[src/design/blsf_pkg.sv]
// ----------------------------------------------------------------------------
// Low-shelf biquad package
// Shared constants, register indexes and the control and status types that
// pass between the top level and the bit-serial multiply-accumulate unit.
// ----------------------------------------------------------------------------
package blsf_pkg;

  // Fixed widths of the datapath.
  localparam int INTERNAL_BITS = 40;
  localparam int COEF_BITS     = 32;
  // Partial-sum width: a coefficient plus room for three terms and the carry.
  localparam int ACC_W         = COEF_BITS + 3;

  // Defaults for the top-level parameters.
  localparam int SAMPLE_WIDTH_DEF   = 24;
  localparam int COEF_FRAC_BITS_DEF = 24;

  // Configuration register indexes.
  localparam int REG_IDX_W = 3;
  localparam logic [REG_IDX_W-1:0] REG_FF0 = 3'd0;
  localparam logic [REG_IDX_W-1:0] REG_FF1 = 3'd1;
  localparam logic [REG_IDX_W-1:0] REG_FF2 = 3'd2;
  localparam logic [REG_IDX_W-1:0] REG_FB1 = 3'd3;
  localparam logic [REG_IDX_W-1:0] REG_FB2 = 3'd4;

  // Control into the multiply-accumulate unit.
  typedef struct packed {
    logic start;   // load operands and begin a pass
    logic narrow;  // saturate to the sample range instead of the internal range
  } blsf_ctl_t;

  // Status out of the multiply-accumulate unit.
  typedef struct packed {
    logic done;    // result is valid this cycle
    logic sat;     // result was saturated
  } blsf_sts_t;

endpackage

[src/design/low_shelf_biquad_filter_top.sv]
// ----------------------------------------------------------------------------
// Low-shelf biquad filter
// Direct form II second-order section with saturation of the internal value
// and of the output, built around a bit-serial multiply-accumulate unit.
// ----------------------------------------------------------------------------
// Usage:
//   Input stream: one signed sample per item on s_axis_tdata.
//   Output stream: the filtered sample on m_axis_tdata and the clip flag on
//   m_axis_tuser, one result item per input item.
//   The user must write coefficients via cfg_we_i / cfg_idx_i / cfg_data_i only
//   while the filter is idle, unchecked by the block; higher indexes are ignored.
// Operation:
//   Each item makes two passes through the serial unit, one data bit per
//   cycle over the 40-bit delay width: the feedback sum, then the feedforward
//   sum. A finished item moves into the output register and is offered there;
//   the input is ready again once the item has moved, so a new item is not
//   taken before the last one is through the serial unit.
//   The serial unit is shared by both passes.
// Reset and stalls:
//   Reset clears both delays and sets the coefficients to unity gain. A
//   finished item waits in the output register while the next item is taken
//   and filtered; a new result waits until the output register is free.
// ----------------------------------------------------------------------------
module low_shelf_biquad_filter_top #(
  parameter int SAMPLE_WIDTH   = blsf_pkg::SAMPLE_WIDTH_DEF,
  parameter int COEF_FRAC_BITS = blsf_pkg::COEF_FRAC_BITS_DEF
) (
  input  logic                                   clk_i,
  input  logic                                   rst_ni,
  // Configuration write port.
  input  logic                                   cfg_we_i,
  input  logic [blsf_pkg::REG_IDX_W-1:0]         cfg_idx_i,
  input  logic [blsf_pkg::COEF_BITS-1:0]         cfg_data_i,
  // Input stream.
  input  logic                                   s_axis_tvalid,
  output logic                                   s_axis_tready,
  input  logic [((SAMPLE_WIDTH+7)/8)*8-1:0]      s_axis_tdata,  // sample_in, zero pad
  // Output stream.
  output logic                                   m_axis_tvalid,
  input  logic                                   m_axis_tready,
  output logic [((SAMPLE_WIDTH+7)/8)*8-1:0]      m_axis_tdata,  // sample_out, zero pad
  output logic                                   m_axis_tuser   // clipped
);
  import blsf_pkg::*;

  localparam int DATA_W = ((SAMPLE_WIDTH + 7) / 8) * 8;
  localparam logic [COEF_BITS-1:0] UNITY = COEF_BITS'(1) << COEF_FRAC_BITS;

  localparam logic [1:0] ST_IDLE = 2'd0;
  localparam logic [1:0] ST_FB   = 2'd1;
  localparam logic [1:0] ST_FF   = 2'd2;
  localparam logic [1:0] ST_WAIT = 2'd3;

  logic [1:0]                      state_q;
  logic [COEF_BITS-1:0]            ff0_q, ff1_q, ff2_q, fb1_q, fb2_q;
  logic [INTERNAL_BITS-1:0]        d1_q, d2_q, w_q;
  logic [SAMPLE_WIDTH-1:0]         y_q, out_q;
  logic                            sat_q, clip_q, out_clip_q, out_valid_q;
  logic                            s_acc;
  logic [INTERNAL_BITS-1:0]        x_ext;
  blsf_ctl_t                       ctl;
  blsf_sts_t                       sts;
  logic [2:0][COEF_BITS-1:0]       coef;
  logic [2:0][INTERNAL_BITS-1:0]   data;
  logic [INTERNAL_BITS-1:0]        res;

  assign s_axis_tready = (state_q == ST_IDLE);
  assign s_acc         = s_axis_tvalid & s_axis_tready;
  assign x_ext = {{(INTERNAL_BITS-SAMPLE_WIDTH){s_axis_tdata[SAMPLE_WIDTH-1]}},
                  s_axis_tdata[SAMPLE_WIDTH-1:0]};

  // Operand selection: the feedback pass starts on accept, the feedforward
  // pass starts as soon as the internal value is known.
  always_comb begin
    ctl.start  = s_acc | ((state_q == ST_FB) & sts.done);
    ctl.narrow = (state_q == ST_FB);
    if (state_q == ST_IDLE) begin
      coef = {fb2_q, fb1_q, UNITY};
      data = {d2_q, d1_q, x_ext};
    end else begin
      coef = {ff2_q, ff1_q, ff0_q};
      data = {d2_q, d1_q, res};
    end
  end

  blsf_mac #(
    .SAMPLE_WIDTH   (SAMPLE_WIDTH),
    .COEF_FRAC_BITS (COEF_FRAC_BITS)
  ) u_mac (
    .clk_i  (clk_i),
    .rst_ni (rst_ni),
    .ctl_i  (ctl),
    .coef_i (coef),
    .data_i (data),
    .sts_o  (sts),
    .res_o  (res)
  );

  // Coefficient registers.
  always_ff @(posedge clk_i or negedge rst_ni) begin
    if (!rst_ni) begin
      ff0_q <= UNITY;
      ff1_q <= '0;
      ff2_q <= '0;
      fb1_q <= '0;
      fb2_q <= '0;
    end else if (cfg_we_i) begin
      case (cfg_idx_i)
        REG_FF0: ff0_q <= cfg_data_i;
        REG_FF1: ff1_q <= cfg_data_i;
        REG_FF2: ff2_q <= cfg_data_i;
        REG_FB1: fb1_q <= cfg_data_i;
        REG_FB2: fb2_q <= cfg_data_i;
        default: ;
      endcase
    end
  end

  // Sequencer, delay line and output register.
  always_ff @(posedge clk_i or negedge rst_ni) begin
    if (!rst_ni) begin
      state_q     <= ST_IDLE;
      d1_q        <= '0;
      d2_q        <= '0;
      out_valid_q <= 1'b0;
    end else begin
      // A finished item enters the output register when it is free or
      // being emptied in this cycle.
      if (state_q == ST_WAIT && (!out_valid_q | m_axis_tready)) begin
        out_valid_q <= 1'b1;
      end else if (out_valid_q & m_axis_tready) begin
        out_valid_q <= 1'b0;
      end
      case (state_q)
        ST_IDLE: begin
          if (s_acc) begin
            state_q <= ST_FB;
          end
        end
        ST_FB: begin
          if (sts.done) begin
            state_q <= ST_FF;
          end
        end
        ST_FF: begin
          if (sts.done) begin
            d2_q    <= d1_q;
            d1_q    <= w_q;
            state_q <= ST_WAIT;
          end
        end
        ST_WAIT: begin
          if (!out_valid_q | m_axis_tready) begin
            state_q <= ST_IDLE;
          end
        end
        default: state_q <= ST_IDLE;
      endcase
    end
  end

  // Payload registers of the pass results and the output item.
  always_ff @(posedge clk_i) begin
    if (state_q == ST_FB && sts.done) begin
      w_q   <= res;
      sat_q <= sts.sat;
    end
    if (state_q == ST_FF && sts.done) begin
      y_q    <= res[SAMPLE_WIDTH-1:0];
      clip_q <= sat_q | sts.sat;
    end
    if (state_q == ST_WAIT && (!out_valid_q | m_axis_tready)) begin
      out_q      <= y_q;
      out_clip_q <= clip_q;
    end
  end

  assign m_axis_tvalid = out_valid_q;
  assign m_axis_tdata  = DATA_W'(out_q);
  assign m_axis_tuser  = out_clip_q;

endmodule

[src/design/blsf_mac.sv]
// ----------------------------------------------------------------------------
// Bit-serial sum of three products
// Forms c0*d0 + c1*d1 + c2*d2 one data bit per cycle, LSB first, with the
// coefficients in parallel. Rounds, shifts right by the fraction bits and
// saturates to the internal or to the sample range.
// ----------------------------------------------------------------------------
module blsf_mac #(
  parameter int SAMPLE_WIDTH   = blsf_pkg::SAMPLE_WIDTH_DEF,
  parameter int COEF_FRAC_BITS = blsf_pkg::COEF_FRAC_BITS_DEF
) (
  input  logic                                          clk_i,
  input  logic                                          rst_ni,
  input  blsf_pkg::blsf_ctl_t                           ctl_i,
  input  logic [2:0][blsf_pkg::COEF_BITS-1:0]           coef_i,
  input  logic [2:0][blsf_pkg::INTERNAL_BITS-1:0]       data_i,
  output blsf_pkg::blsf_sts_t                           sts_o,
  output logic [blsf_pkg::INTERNAL_BITS-1:0]            res_o
);
  import blsf_pkg::*;

  localparam int CNT_W = $clog2(INTERNAL_BITS);
  localparam int TW    = ACC_W + INTERNAL_BITS;
  localparam logic [CNT_W-1:0] LAST_BIT  = CNT_W'(INTERNAL_BITS - 1);
  localparam logic [CNT_W-1:0] ROUND_BIT = CNT_W'(COEF_FRAC_BITS - 1);

  // Saturation limits, both held in the internal width.
  localparam logic [INTERNAL_BITS-1:0] W_MAX = {1'b0, {(INTERNAL_BITS-1){1'b1}}};
  localparam logic [INTERNAL_BITS-1:0] S_MAX =
    (INTERNAL_BITS'(1) << (SAMPLE_WIDTH - 1)) - INTERNAL_BITS'(1);

  logic                               busy_q, done_q, narrow_q;
  logic [CNT_W-1:0]                   cnt_q;
  logic [ACC_W-1:0]                   acc_q, acc_d;
  logic [INTERNAL_BITS-1:0]           low_q;
  logic [2:0][COEF_BITS-1:0]          coef_q;
  logic [2:0][INTERNAL_BITS-1:0]      sh_q;
  logic [2:0][ACC_W-1:0]              term;
  logic [ACC_W-1:0]                   sum;
  logic                               last;
  logic [TW-1:0]                      total, rsh;
  logic [TW-INTERNAL_BITS:0]          hi_w;
  logic [TW-SAMPLE_WIDTH:0]           hi_s;
  logic                               neg, fits;

  assign last = (cnt_q == LAST_BIT);

  // One partial product per lane; the top data bit carries negative weight.
  always_comb begin
    for (int k = 0; k < 3; k++) begin
      term[k] = '0;
      if (sh_q[k][0]) begin
        term[k] = {{(ACC_W-COEF_BITS){coef_q[k][COEF_BITS-1]}}, coef_q[k]};
        if (last) begin
          term[k] = -term[k];
        end
      end
    end
    // The rounding half enters as a carry at its own bit weight.
    sum   = acc_q + term[0] + term[1] + term[2]
          + {{(ACC_W-1){1'b0}}, (cnt_q == ROUND_BIT)};
    acc_d = {sum[ACC_W-1], sum[ACC_W-1:1]};
  end

  // Control: bit counter and pass state.
  always_ff @(posedge clk_i or negedge rst_ni) begin
    if (!rst_ni) begin
      busy_q   <= 1'b0;
      done_q   <= 1'b0;
      cnt_q    <= '0;
      narrow_q <= 1'b0;
    end else begin
      done_q <= busy_q & last;
      if (ctl_i.start) begin
        busy_q   <= 1'b1;
        cnt_q    <= '0;
        narrow_q <= ctl_i.narrow;
      end else if (busy_q) begin
        cnt_q <= cnt_q + CNT_W'(1);
        if (last) begin
          busy_q <= 1'b0;
        end
      end
    end
  end

  // Datapath: operand shift registers and the partial sum.
  always_ff @(posedge clk_i) begin
    if (ctl_i.start) begin
      coef_q <= coef_i;
      sh_q   <= data_i;
      acc_q  <= '0;
    end else if (busy_q) begin
      for (int k = 0; k < 3; k++) begin
        sh_q[k] <= {1'b0, sh_q[k][INTERNAL_BITS-1:1]};
      end
      acc_q <= acc_d;
      low_q <= {sum[0], low_q[INTERNAL_BITS-1:1]};
    end
  end

  // Drop the fraction bits and saturate the finished sum.
  always_comb begin
    total = {acc_q, low_q};
    rsh   = $signed(total) >>> COEF_FRAC_BITS;
    neg   = rsh[TW-1];
    hi_w  = rsh[TW-1:INTERNAL_BITS-1];
    hi_s  = rsh[TW-1:SAMPLE_WIDTH-1];
    if (narrow_q) begin
      fits = (&hi_s) | ~(|hi_s);
      res_o = fits ? rsh[INTERNAL_BITS-1:0] : (neg ? ~S_MAX : S_MAX);
    end else begin
      fits = (&hi_w) | ~(|hi_w);
      res_o = fits ? rsh[INTERNAL_BITS-1:0] : (neg ? ~W_MAX : W_MAX);
    end
    sts_o.done = done_q;
    sts_o.sat  = ~fits;
  end

endmodule

[config.mk]
export PLATFORM = sky130hd
export DESIGN_NAME = low_shelf_biquad_filter_top
export DESIGN_NICKNAME = d
export VERILOG_FILES = /design/src/design/blsf_pkg.sv /design/src/design/low_shelf_biquad_filter_top.sv /design/src/design/blsf_mac.sv
export SDC_FILE = /design/constraint.sdc
export NUM_CORES = 1
export LEC_CHECK = 0
export BUFFER_PORTS_ARGS = -buffer_cell sky130_fd_sc_hd__buf_2
export CORE_ASPECT_RATIO = 1.75
export CORE_MARGIN = 5
export CORE_UTILIZATION = 63
export DETAILED_ROUTE_END_ITERATION = 10
export MAX_ROUTING_LAYER = met4
export PLACE_DENSITY = 0.9
export SLEW_MARGIN = 20
export SYNTH_ARGS = -nofsm -noshare
export SYNTH_HDL_FRONTEND = slang
export SYNTH_SLANG_ARGS = --single-unit
[constraint.sdc]
create_clock -name clk_i -period 8.2 [get_ports clk_i]
set_input_delay 0.41 -clock clk_i [delete_from_list [all_inputs] [get_ports clk_i]]
set_output_delay 0.41 -clock clk_i [all_outputs]
set_load 0.02 [all_outputs]
==> results.toml, run 1 <==
[critical_path]
startpoint_type = "flip-flop"
required_ns = 8.70
arrival_ns = 7.41
path_class = "reg2reg"
startpoint = "u_mac.cnt_q[0]$_DFFE_PN0P_"
end_kind = "flip-flop"
reg2reg_depth = 19
r2r_start = "u_mac.cnt_q[0]$_DFFE_PN0P_"
r2r_slack_ns = 1.29
critical_path.endpoint = "u_mac.acc_q[31]$_SDFFE_PN0P_"
reg2reg_to = "u_mac.acc_q[31]$_SDFFE_PN0P_"
crit_fanout = 31

[sta]
skew_ns = 0.0262
final_hold_viol_count = 0
setup_violations = 0
min_period_ns = 6.91
relSlewSlack_pct = 22.2
setup_tns_ns = 0
maxSlewViolCount = 0
tightest_slew_ns = 1.16
max_clock_freq_mhz = 145
rsz0062_at_grt = "no"
fin_crit_sh_pct = 84.3
fin_hold_ws_ns = 0.0868

[drt]
wire_per_inst_um = 20.6
dr.pass1.iters = 5
drt-total-wl_um = 64600
ant_nets = 0
drtIter0Drc = 1176
vias = 18500
drc = 0
vias_per_cell = 5.90

[final_layout]
multiInputGateArea_um2 = 11900
fin_nets = 2676
final_cells = 3134
n_fill_cell = 3206
seq_area_um2 = 16700
area_growth_pct = 9.65
layout.cells.most_common = "edfxtp_1"
design_area_um2 = 32500
final_cell_mix = "323 x edfxtp_1, 306 x mux2_2, 300 x nand2_1, 251 x dfrtp_1, 185 x inv_1"
drive_gt1_share_pct = 20.7

[clock_tree]
cts_resized = 0
root_buffer = "clkbuf_16"
cts_buffer_depth = 3
hold_buffers = 1
postCtsSetupBuffers = 0
h-tree-depth = 2
cts_buffers = 51
cts_tree = "built"
clk_pin_slew_ns = 0.07
cts_sinks = 609
worstSkewPairLatency_ns = 0.62

[die]
dieArea_um2 = 51600
die_w_um = 174
io_pins = 91
row_count = 105
start_util_pct = 63.4
core_area_um2 = 46800
die_h_um = 297

[placed_design]
gp_congestion = 0.966
postPlaceCellArea_um2 = 30700
dp_cells = 3035
hpwl_um = 45200
io_buffers = 90

[logic_synthesis]
synth_flop_cell = "edfxtp_1"
ys_seq_elements = 609
synth_cell_types = 64
async_flop_share_pct = 41.4
synth_edf_count = 323
yosysWarningCount = 0
yosysTopAreaCellShare_pct = 32.7
synth_cells = 2442
avgSynthCellArea_um2 = 12.1
yosys.area.top_type = "edfxtp_1"
syn_area_um2 = 29600
synth_area_leaders = "edfxtp_1 33%, dfrtp_1 21%, mux2_2 12%, fa_1 4.7%, nand2_1 3.8%"
seq_area_frac_synth_pct = 56.3
syn_nets = 2616

[hold_path]
hp-class = "in2reg"

[job]
drv_cap = 0

[global_route]
grt_usage_pct = 25.9
antenna_found_initial = 1
grt_pass1_vias = 19800
grt_pass1_wl_um = 105000
overflow = 0
grt_max_degree = 161

[power]
cellPowerDensity_nw_per_um2 = 243
peakVddDrop_mv = 0.230
leakage_nw = 14.2

[status]
outcome = "complete, no violations"
==> state kept, by name, indices dropped and copies added (netlist names), 32 cells and up <==
signal	cells
d1_q	40
d2_q	40
fb1_q	32
fb2_q	32
ff0_q	32
ff1_q	32
ff2_q	32
u_mac.acc_q	34
u_mac.coef_q	96
u_mac.sh_q	120
w_q	40
==> cells in the mapped netlist (15+ instances only) <==
library cell / count
fa_1: 69
o31ai_1: 15
inv_1: 186
mux2i_1: 45
dfxtp_1: 34
ha_1: 41
nor4_1: 18
nand2_1: 300
dfrtp_1: 251
o211ai_1: 18
a21o_1: 29
nor2_1: 115
clkbuf_1: 96
nor3_1: 20
mux2_2: 306
nor2b_1: 35
a21boi_0: 21
xor2_1: 46
o21a_1: 24
and2_1: 58
or3_1: 21
o21ai_0: 70
a21oi_1: 86
xnor2_1: 71
edfxtp_1: 323
==> per-layer routing <==
layer	GRT usage, %	up-vias	part of all wire (%)
met3	2.80	174	4.0
li1	-	8578	-
met1	29.5	9203	37
met2	46.0	532	54
met4	11.7	0	5.0
met5	-	-	0
==> worst min-delay path by stage <==
| stage | start | end | cells past startpoint |
|---|---|---|---|
| global route | cfg_data_i[20] | fb2_q[20]$_DFFE_PN0P_ | 2 |
| global placement | y_q[18]$_DFFE_PP_ | m_axis_tdata[18]$_DFFE_PP_ | 0 |
| detailed placement | y_q[10]$_DFFE_PP_ | m_axis_tdata[10]$_DFFE_PP_ | 0 |
| floorplan | rst_ni | d1_q[0]$_DFFE_PN0P_ | 0 |
| finish | cfg_data_i[20] | ff2_q[20]$_DFFE_PN0P_ | 2 |
| CTS | cfg_data_i[30] | ff1_q[30]$_DFFE_PN0P_ | 2 |
==> cell type report <==
cell class | instances | area share [%]
timing repair buffer | 114 | 2.04
clock buffer | 74 | 4.63
multi-input combinational | 1538 | 36.6
antenna | 1 | 0.00770
inverter | 188 | 2.20
clock inverter | 22 | 0.905
sequential | 609 | 51.4
tap | 588 | 2.26
==> power by group <==
| part | leakage, nW | total (mW) | switching, mW | internal (mW) |
|---|---|---|---|---|
| Clock | 0.879 | 2.55 | 1.12 | 1.42 |
| Combinational | 6.58 | 1.55 | 0.866 | 0.687 |
| Sequential | 6.75 | 3.79 | 0.216 | 3.58 |
==> stage by stage <==
step           setup WS, ns  power, mW  utilization, %
2_1_floorplan          2.29       4.92               -
3_3_place_gp           1.47       5.29            65.6
3_5_place_dp           1.34       5.38            65.6
4_1_cts                1.29       7.93            69.4
5_1_grt               0.956       8.28            69.5
6_report               1.29       7.89            69.5
==> cell families (layout without fill, tap and decap cells) <==
family | after synthesis | in the layout | share of synthesized area (%)
compound gates | 314 | 314 | 6.75
xor+xnor | 117 | 117 | 3.46
fa+ha+maj | 110 | 110 | 6.39
buf+inv | 295 | 398 | 3.74
flops | 609 | 609 | 56.3
mux | 351 | 351 | 13.1
other cells | 0 | 1 | 0
simple gates | 646 | 646 | 10.2
==> worst max-delay path, stage by stage (launching register included) <==
cell,delay (ns)
dfrtp_1,0.39
ha_1,0.21
and3b_1,0.23
and3b_1,0.77
buf_4,0.45
o21ai_0,0.17
xnor2_1,0.16
and2_1,0.17
fa_1,0.51
fa_1,0.43
ha_1,0.37
a21o_1,0.22
o21bai_1,0.21
o21ai_0,0.50
a21oi_1,0.29
or4_1,0.62
a221oi_1,0.52
a2bb2oi_1,0.32
nand4b_1,0.13
o311ai_0,0.13
Note: power is estimated with default switching activity, not from simulation.
==> run 2, diff against run 1 <==
--- a/config.mk
+++ b/config.mk
@@ -5,13 +5,14 @@
 export SDC_FILE = /design/constraint.sdc
 export NUM_CORES = 1
 export LEC_CHECK = 0
+export ABC_AREA = 1
 export BUFFER_PORTS_ARGS = -buffer_cell sky130_fd_sc_hd__buf_2
 export CORE_ASPECT_RATIO = 1.75
 export CORE_MARGIN = 5
-export CORE_UTILIZATION = 63
+export CORE_UTILIZATION = 57
 export DETAILED_ROUTE_END_ITERATION = 10
 export MAX_ROUTING_LAYER = met4
-export PLACE_DENSITY = 0.9
+export PLACE_DENSITY = 0.86
 export SLEW_MARGIN = 20
 export SYNTH_ARGS = -nofsm -noshare
 export SYNTH_HDL_FRONTEND = slang
==> constraint.sdc (replaced) <==
create_clock -name clk_i -period 6.3 [get_ports clk_i]
set_input_delay 0.315 -clock clk_i [delete_from_list [all_inputs] [get_ports clk_i]]
set_output_delay 0.315 -clock clk_i [all_outputs]
set_load 0.02 [all_outputs]
==> run 2 against run 1 <==
- critical path depth rose by 6
- clock-buffer cell count fell by 6
- flip-flop and latch count did not move
- clock power rose by 31%
- largest power group unchanged
- combinational power rose to 2.9 times the previous value
- sequential share of layout area fell by 1.1 points
==> results.toml, run 2 <==
[placed_design]
hpwl_um = 50400
gp_congestion = 0.971
io_buffers = 90
pre_cts_ws_ns = 0.622

[global_route]
grt_pass1_wl_um = 117000
grt_usage_pct = 25.8
grt_max_degree = 173
antenna_found_initial = 0
overflow = 0
grt_pass1_vias = 23000

[clock_tree]
hold_buffers = 12
worstSkewPairLatency_ns = 0.64
cts_tree = "built"
cts_buffer_depth = 3
cts_buffers = 52
postCtsSetupBuffers = 0
clk_pin_slew_ns = 0.07
cts_resized = 0
h-tree-depth = 2
cts_sinks = 609
root_buffer = "clkbuf_16"

[critical_path]
startpoint_type = "flip-flop"
required_ns = 6.81
path_class = "reg2reg"
critPathSlowestCell = "nor4_1"
arrival_ns = 6.36
end_kind = "flip-flop"
cpMostUsedCell = "nand2_1"
max_stage_delay_ns = 0.56
crit_fanout = 5

[drt]
ant_nets = 0
wire_per_inst_um = 17.6
vias = 22800
drtIter0Drc = 1875
drt-total-wl_um = 72400
dr.pass1.iters = 6
vias_per_cell = 5.55
drc = 0

[final_layout]
area_growth_pct = 9.54
multiInputGateArea_um2 = 11400
postLayoutCoreUtil_pct = 63.2
seq_area_um2 = 16700
final_cell_mix = "910 x nand2_1, 429 x o21ai_0, 410 x inv_1, 323 x edfxtp_1, 251 x dfrtp_1"
drive_gt1_share_pct = 8.46
layout.cells.most_common = "nand2_1"
n_fill_cell = 4183
top_register = "u_mac.sh_q"
layout_top_registers = "u_mac.sh_q x120, u_mac.coef_q x96"
fin_nets = 3559
antennaDiodeCount = 0
largest_register_ffs = 120

[logic_synthesis]
yosys.area.top_type = "edfxtp_1"
synth_cell_types = 54
yosysWarningCount = 0
async_flop_share_pct = 41.4
yosysMostFrequentCell = "nand2_1"
yosys-top-cells-count = "913 x nand2_1, 429 x o21ai_0, 413 x inv_1"
synth_compound_area_share_pct = 12.8
synthAdderAreaFrac_pct = 6.25
muxShareOfSynthArea_pct = 0
synth_cells = 3344
yosys.area_share.simple_pct = 18.0
yosysTopAreaCellShare_pct = 32.0
ys_seq_elements = 609
syn_nets = 3518
synth_area_leaders = "edfxtp_1 32%, dfrtp_1 21%, nand2_1 11%, o21ai_0 7.1%, inv_1 5.1%"
synth_flop_cell = "edfxtp_1"
synth_top_family_by_area = "simple AND/OR/NAND/NOR gates"
avgSynthCellArea_um2 = 9.06
syn_area_um2 = 30300
synth_xor_area_share_pct = 0.578
synth_edf_count = 323
seq_area_frac_synth_pct = 55.1

[sta]
final_hold_viol_count = 0
relSlewSlack_pct = 25.7
skew_ns = 0.0634
setup_tns_ns = 0
setup_slack_ns = 0.453
setup_violations = 0
fin_crit_sh_pct = 92.8
fin_hold_ws_ns = 0.0246
maxSlewViolCount = 0
min_period_ns = 5.85
tightest_slew_ns = 1.11
rsz0062_at_grt = "no"
max_clock_freq_mhz = 171

[die]
io_pins = 91
row_count = 111
start_util_pct = 57.7
die_h_um = 315
dieArea_um2 = 58000
core_area_um2 = 52500
die_w_um = 184

[hold_path]
hp-class = "in2reg"

[power]
cellPowerDensity_nw_per_um2 = 414
power_mw = 13.7
leakage_nw = 15.0
peakVddDrop_mv = 0.274

[job]
drv_cap = 0

[status]
outcome = "complete, no violations"
==> run 2: final cells by class <==
cell class,instances,area share (%)
clock inverters,30,1.07
flip-flops and latches,609,50.3
well taps,678,2.56
multi-input cells,2169,34.5
inverters,426,4.85
clock buffers,68,4.25
repair buffers,127,2.50
==> run 2: power by group <==
part | internal, mW | switching, mW
Clock | 1.81 | 1.51
Sequential | 5.29 | 0.549
Combinational | 1.42 | 3.15
Total | 8.52 | 5.21
==> run 2: metal layers <==
layer	up-vias	wire length, um	GRT usage (%)
met4	0	4020	12.7
met5	-	0	-
met1	10800	26700	29.1
met3	223	3290	2.46
met2	784	38400	45.7
li1	11000	-	-
==> run 2: worst paths after layout <==
path / slack (ns) / startpoint / depth (start not counted) / endpoint
setup reg to reg: 0.45 / u_mac.coef_q[32]$_DFFE_PN_ / 25 / u_mac.acc_q[30]$_SDFFE_PN0P_
max in group asynchronous: 4.62 / rst_ni / 3 / fb1_q[2]$_DFFE_PN0P_
min in group asynchronous: 0.31 / rst_ni / 2 / d2_q[39]$_DFFE_PN0P_
hold reg to reg: 0.42 / y_q[9]$_DFFE_PP_ / 0 / m_axis_tdata[9]$_DFFE_PP_
setup / recovery: 0.45 / u_mac.coef_q[32]$_DFFE_PN_ / 25 / u_mac.acc_q[30]$_SDFFE_PN0P_
hold / removal: 0.02 / cfg_data_i[25] / 3 / ff1_q[25]$_DFFE_PN0P_
==> run 2: critical path, delay by kind of cell, from the launching register on <==
kind / cells / cell delay, ns
DFF: 1 / 0.39
AOI/OAI and AO/OA: 5 / 0.92
and+or+nand+nor: 12 / 2.49
adders and majority gates: 4 / 1.62
buffers and inverters: 4 / 0.30
==> run 2: metrics by stage <==
step	area, um2	cells
floorplan	30300	3344
global placement	31300	3997
detailed placement	31300	3997
CTS	33200	4107
global route	33200	4107
finish	33200	4107
==> run 2: logic make-up (layout without fill, tap and decap cells) <==
family                     count (synthesis)  after routing
xor gates and xnor gates                  20             20
and+or+nand+nor                         1321           1321
adders and majority gates                110            110
AOI/OAI and AO/OA                        718            718
buffers and inverters                    566            651
DFF                                      609            609
